<file path="src/rtl/lmds_pkg.sv">
// Package: shared types and constants for the log magnitude display scaler.
package lmds_pkg;
    localparam int unsigned SAMPLE_BITS_DEF   = 32;
    localparam int unsigned LOG_FRAC_BITS_DEF = 16;
    localparam int unsigned FIFO_DEPTH        = 2;
    localparam int unsigned PIXEL_BITS        = 8;
    localparam logic [PIXEL_BITS-1:0] PIXEL_MAX = 8'd255;

    typedef enum logic {
        OP_SCAN = 1'b0,
        OP_MAP  = 1'b1
    } t_op;

    typedef enum logic [2:0] {
        ST_IDLE,
        ST_SQRT,
        ST_LOG,
        ST_DIV,
        ST_OUT
    } t_state;
endpackage

</file>
<file path="src/rtl/lmds_front.sv">
// Front end: takes input beats, folds components to magnitudes, queues commands.
module lmds_front
    import lmds_pkg::*;
#(
    parameter int unsigned SAMPLE_BITS = SAMPLE_BITS_DEF
) (
    input  logic                   i_clk,
    input  logic                   i_rst_n,
    input  logic                   i_valid,
    output logic                   o_ready,
    input  t_op                    i_op,
    input  logic                   i_first,
    input  logic [31:0]            i_re,
    input  logic [31:0]            i_im,
    output logic                   o_valid,
    input  logic                   i_ready,
    output t_op                    o_op,
    output logic                   o_first,
    output logic [SAMPLE_BITS-1:0] o_re_abs,
    output logic [SAMPLE_BITS-1:0] o_im_abs
);
    localparam int unsigned EW = 2 + 2 * SAMPLE_BITS;

    logic [EW-1:0] r_mem [FIFO_DEPTH];
    logic          r_wp, r_rp;
    logic [1:0]    r_cnt;
    logic [SAMPLE_BITS-1:0] w_re, w_im, w_rea, w_ima;
    logic          w_push, w_pop;
    logic [EW-1:0] w_ent;

    assign w_re  = i_re[SAMPLE_BITS-1:0];
    assign w_im  = i_im[SAMPLE_BITS-1:0];
    assign w_rea = w_re[SAMPLE_BITS-1] ? (~w_re + 1'b1) : w_re;
    assign w_ima = w_im[SAMPLE_BITS-1] ? (~w_im + 1'b1) : w_im;
    assign o_ready = (r_cnt != 2'd2);
    assign w_push  = i_valid && o_ready;
    assign o_valid = (r_cnt != 2'd0);
    assign w_pop   = o_valid && i_ready;
    assign w_ent   = r_mem[r_rp];
    assign o_op     = t_op'(w_ent[0]);
    assign o_first  = w_ent[1];
    assign o_re_abs = w_ent[2 +: SAMPLE_BITS];
    assign o_im_abs = w_ent[2 + SAMPLE_BITS +: SAMPLE_BITS];

    always_ff @(posedge i_clk) begin
        if (w_push) begin
            r_mem[r_wp] <= {w_ima, w_rea, i_first, i_op};
        end
        if (!i_rst_n) begin
            r_wp  <= 1'b0;
            r_rp  <= 1'b0;
            r_cnt <= 2'd0;
        end else begin
            if (w_push) r_wp <= ~r_wp;
            if (w_pop)  r_rp <= ~r_rp;
            r_cnt <= r_cnt + {1'b0, w_push} - {1'b0, w_pop};
        end
    end
endmodule

</file>
<file path="config.mk">
export PLATFORM = sky130hd
export DESIGN_NAME = lmds_front
export DESIGN_NICKNAME = d
export VERILOG_FILES = /design/src/rtl/lmds_pkg.sv /design/src/rtl/lmds_front.sv
export SDC_FILE = /design/constraint.sdc
export NUM_CORES = 1
export LEC_CHECK = 0
export BUFFER_PORTS_ARGS = -buffer_cell sky130_fd_sc_hd__buf_4
export CORE_MARGIN = 1.5
export CORE_UTILIZATION = 57
export CTS_BUF_LIST = sky130_fd_sc_hd__clkbuf_4
export DETAILED_ROUTE_END_ITERATION = 10
export PLACE_DENSITY = 0.86
export SLEW_MARGIN = 20
export SYNTH_ARGS = -nofsm -noshare
export SYNTH_HDL_FRONTEND = slang
export SYNTH_SLANG_ARGS = --single-unit
</file>
<file path="constraint.sdc">
create_clock -name i_clk -period 6.5 [get_ports i_clk]
set_clock_uncertainty 0.15 [all_clocks]
set_input_delay 1.625 -clock i_clk [delete_from_list [all_inputs] [get_ports i_clk]]
set_output_delay 1.625 -clock i_clk [all_outputs]
set_load 0.05 [all_outputs]
</file>
==> flow_summary.ini <==
[global_route]
first_global_vias = 4104
antenna_found_initial = 0
remaining_overflow_grt = 0
maximum_number_of_pins_on_one_net_before_global_route_repair = 35
grt_usage = 0.2286
grt_pass1_wl_um = 20030

[die]
coreArea_um2 = 10890
die-area_um2 = 11870
die_width_um = 109.0
floorplan.rows = 38
start_util = 0.5879
dieHeight_um = 109.0
io-pin-count = 138

[synthesis]
synth.yosys.warnings = 0
synthesized_netlist_net_count = 492
yosysSeqAreaShare = 0.6349
syn_area_um2 = 6401
synth-edff-count = 132
postSynthCellCount = 418
post-synth-top-area-fraction = 0.6192
yosys.area.top_type = sky130_fd_sc_hd__edfxtp_1
post_synth_most_frequent_cells = sky130_fd_sc_hd__edfxtp_1 (132), sky130_fd_sc_hd__mux2_2 (66), sky130_fd_sc_hd__xnor2_1 (61)
synth.ff_latch_count = 137
synth-main-ff-cell = sky130_fd_sc_hd__edfxtp_1
post-synth-top-count-cell = sky130_fd_sc_hd__edfxtp_1
synth_async_sr_flop_share = 0
syn_avg_cell_area_um2 = 15.31
synth_cell_types = 41
synth.area.top_cells = sky130_fd_sc_hd__edfxtp_1 (62%), sky130_fd_sc_hd__mux2_2 (12%), sky130_fd_sc_hd__xnor2_1 (8.3%), sky130_fd_sc_hd__o31ai_1 (2.1%), sky130_fd_sc_hd__o41ai_1 (1.6%)

[clocking]
ctsHtreeMaxLevel = 4
cts_setup_buffers = 0
postCtsHoldBufs = 0
max-clock-path-buffers = 2
tritoncts_clock_tree = built
insertion_delay_ns = 0.50
clk_pin_slew_worst_paths_ns = 0.10
clock_sink_count = 137
resize_count_post_cts = 0
cts_buffers = 17
cts-root-buf = sky130_fd_sc_hd__clkbuf_4

[critical_path]
crit_arrival_ns = 2.46
cp_num_buf_inv = 2
crit_required_ns = 4.72
setup.worst_path.class = register to primary output
critical_path.cell_chain = buf_4, mux2_2, buf_4
critPathLaunchType = register
worst_path_most_repeated_cell = sky130_fd_sc_hd__buf_4
crit_end_element = primary output
crit_path_depth = 3
r2r.worst_path.cells = 4
critical_path_peak_fanout = 34
critical_path_s_largest_stage_delay_ns = 0.85
cpMaxStageDelayCell = sky130_fd_sc_hd__dfxtp_2
cp_top_family = flip-flops
timing.rr.start = r_cnt[0]
reg2reg_slack_ns = 3.99

[timing]
slew_headroom = 0.3527
final_period_minus_worst_setup_slack_ns = 4.237
fmaxAchievable_mhz = 236.0
finalHoldWorstSlack_ns = 0.4193
setup_ws_ns = 2.263
grt_setup_unrepaired = false
timing.final.hold_violations = 0
min_period_over_period = 0.6518
setup_viol = 0
timing.setup.tns_ns = 0
worstMarginPinSlew_ns = 0.9687
final-max-slew-violation-count = 0

[detailed_routing]
drtPass1Iterations = 5
ratio_of_routed_vias_to_standard_cells = 5.621
drc_markers = 0
post_dr_wirelength_cell_um = 18.06
drt.antenna.violating_nets = 0
detail_route.wirelength_um = 12910
vias = 4019
initialDrtViolationCount = 217

[placement]
post-place-ws_ns = 2.623
cell_area_placed_um2 = 7580
port-buffer-count = 137
globalplace.congestion = 0.8261
post-dp-hpwl_um = 9126

[power]
vdd.ir_drop.worst_uv = 221.4
total_leakage_power_nw = 2.749
p_per_area_nw_per_um2 = 361.5

[final_layout]
sequential_cell_area_um2 = 4065
drive_gt1_frac = 0.4487
finish.utilization = 0.7151
synthToLayoutAreaGrowth_pct = 21.64
num-nets-final = 636
fillers = 737
multi_input_area_um2 = 2266
final_area_um2 = 7786
antenna-diode-count = 0

[outcome]
result_of_the_run = finished, final reports clean

[job]
cap_violations = 0

[hold_path]
hold_path.class = register to register
min_from = r_rp
timing.hold.worst_path_depth = 2
[worst paths after layout]
path | endpoint
worst max register to register | r_mem[0][36]
worst min register to register | r_rp
worst min-delay path | r_rp
worst max-delay path | o_im_abs[4]
[stage by stage]
| step | power (mW) | std cells |
|---|---|---|
| 3_3_place_gp | 2.387 | 683 |
| 5_1_grt | 2.939 | 715 |
| 3_5_place_dp | 2.412 | 683 |
| 6_report | 2.815 | 715 |
| 4_1_cts | 2.840 | 715 |
| 2_1_floorplan | 2.061 | 418 |
[state kept, by name, indices dropped and copies added (netlist names), named ones only]
signal,count
r_cnt,2
r_wp,1
r_mem,132
r_rp,1
[final cells by class]
cell class,instances,share of cell area
timing repair buffer,140,0.1350
clock inverter,10,0.005303
tap,140,0.02250
clock buffer,22,0.02121
inverter,6,0.002892
sequential,137,0.5221
multi-input combinational,260,0.2910
[logic make-up (layout without fill, tap and decap cells)]
group	after synthesis	in the layout	share of synthesized area
AND/OR/NAND/NOR	77	77	0.07819
multiplexers	66	66	0.1161
AO/OA/AOI/OAI	51	51	0.06568
buffers and inverters	21	178	0.01251
adder cells (fa/ha/maj)	4	4	0.007819
flip-flops	137	137	0.6349
XOR/XNOR	62	62	0.08483
[worst register-to-register path: stages, from the launching register on]
cell,delay (ns)
sky130_fd_sc_hd__dfxtp_1,0.36
sky130_fd_sc_hd__nand2b_1,0.15
sky130_fd_sc_hd__nand2_1,0.15
sky130_fd_sc_hd__nor2_4,0.76
sky130_fd_sc_hd__buf_4,0.57
[power by group]
group          internal [mW]  switching [mW]
Sequential              1.14          0.0591
Clock                  0.162           0.270
Combinational          0.402           0.781
[layer usage]
metal	share of wire	global-route usage	vias up
li1	-	-	1909
met1	0.40	0.2791	1939
met2	0.52	0.3853	157
met3	0.073	0.06097	14
met4	0.012	0.09305	0
met5	0	0	-
[cell usage in the layout (no fill, tap or decap), types with 2 or more instances in the layout]
master                     Yosys  layout
sky130_fd_sc_hd__and2_1        4       4
sky130_fd_sc_hd__buf_4         0     140
sky130_fd_sc_hd__clkbuf_4      0      22
sky130_fd_sc_hd__clkinv_1      0       7
sky130_fd_sc_hd__clkinv_2      0       3
sky130_fd_sc_hd__dfxtp_1       5       4
sky130_fd_sc_hd__edfxtp_1    132     132
sky130_fd_sc_hd__ha_1          4       4
sky130_fd_sc_hd__inv_1         6       6
sky130_fd_sc_hd__mux2_2       66      66
sky130_fd_sc_hd__nand2_1      21      21
sky130_fd_sc_hd__nand2b_1      3       3
sky130_fd_sc_hd__nand3_1       2       2
sky130_fd_sc_hd__nand3_2       2       2
sky130_fd_sc_hd__nand3b_1      2       2
sky130_fd_sc_hd__nand4_2       2       2
sky130_fd_sc_hd__nor2_1        8       7
sky130_fd_sc_hd__nor2b_1       3       3
sky130_fd_sc_hd__nor3_1        4       4
sky130_fd_sc_hd__nor4_1        3       3
sky130_fd_sc_hd__nor4_2        5       5
sky130_fd_sc_hd__o21ai_0      14      14
sky130_fd_sc_hd__o31ai_1      18      18
sky130_fd_sc_hd__o41ai_1      12      12
sky130_fd_sc_hd__o41ai_2       4       4
sky130_fd_sc_hd__or2_2         4       4
sky130_fd_sc_hd__or3_1         2       2
sky130_fd_sc_hd__or3_4         2       2
sky130_fd_sc_hd__or4_1         2       2
sky130_fd_sc_hd__xnor2_1      61      61
No activity file was read; power rests on OpenSTA's default activity.
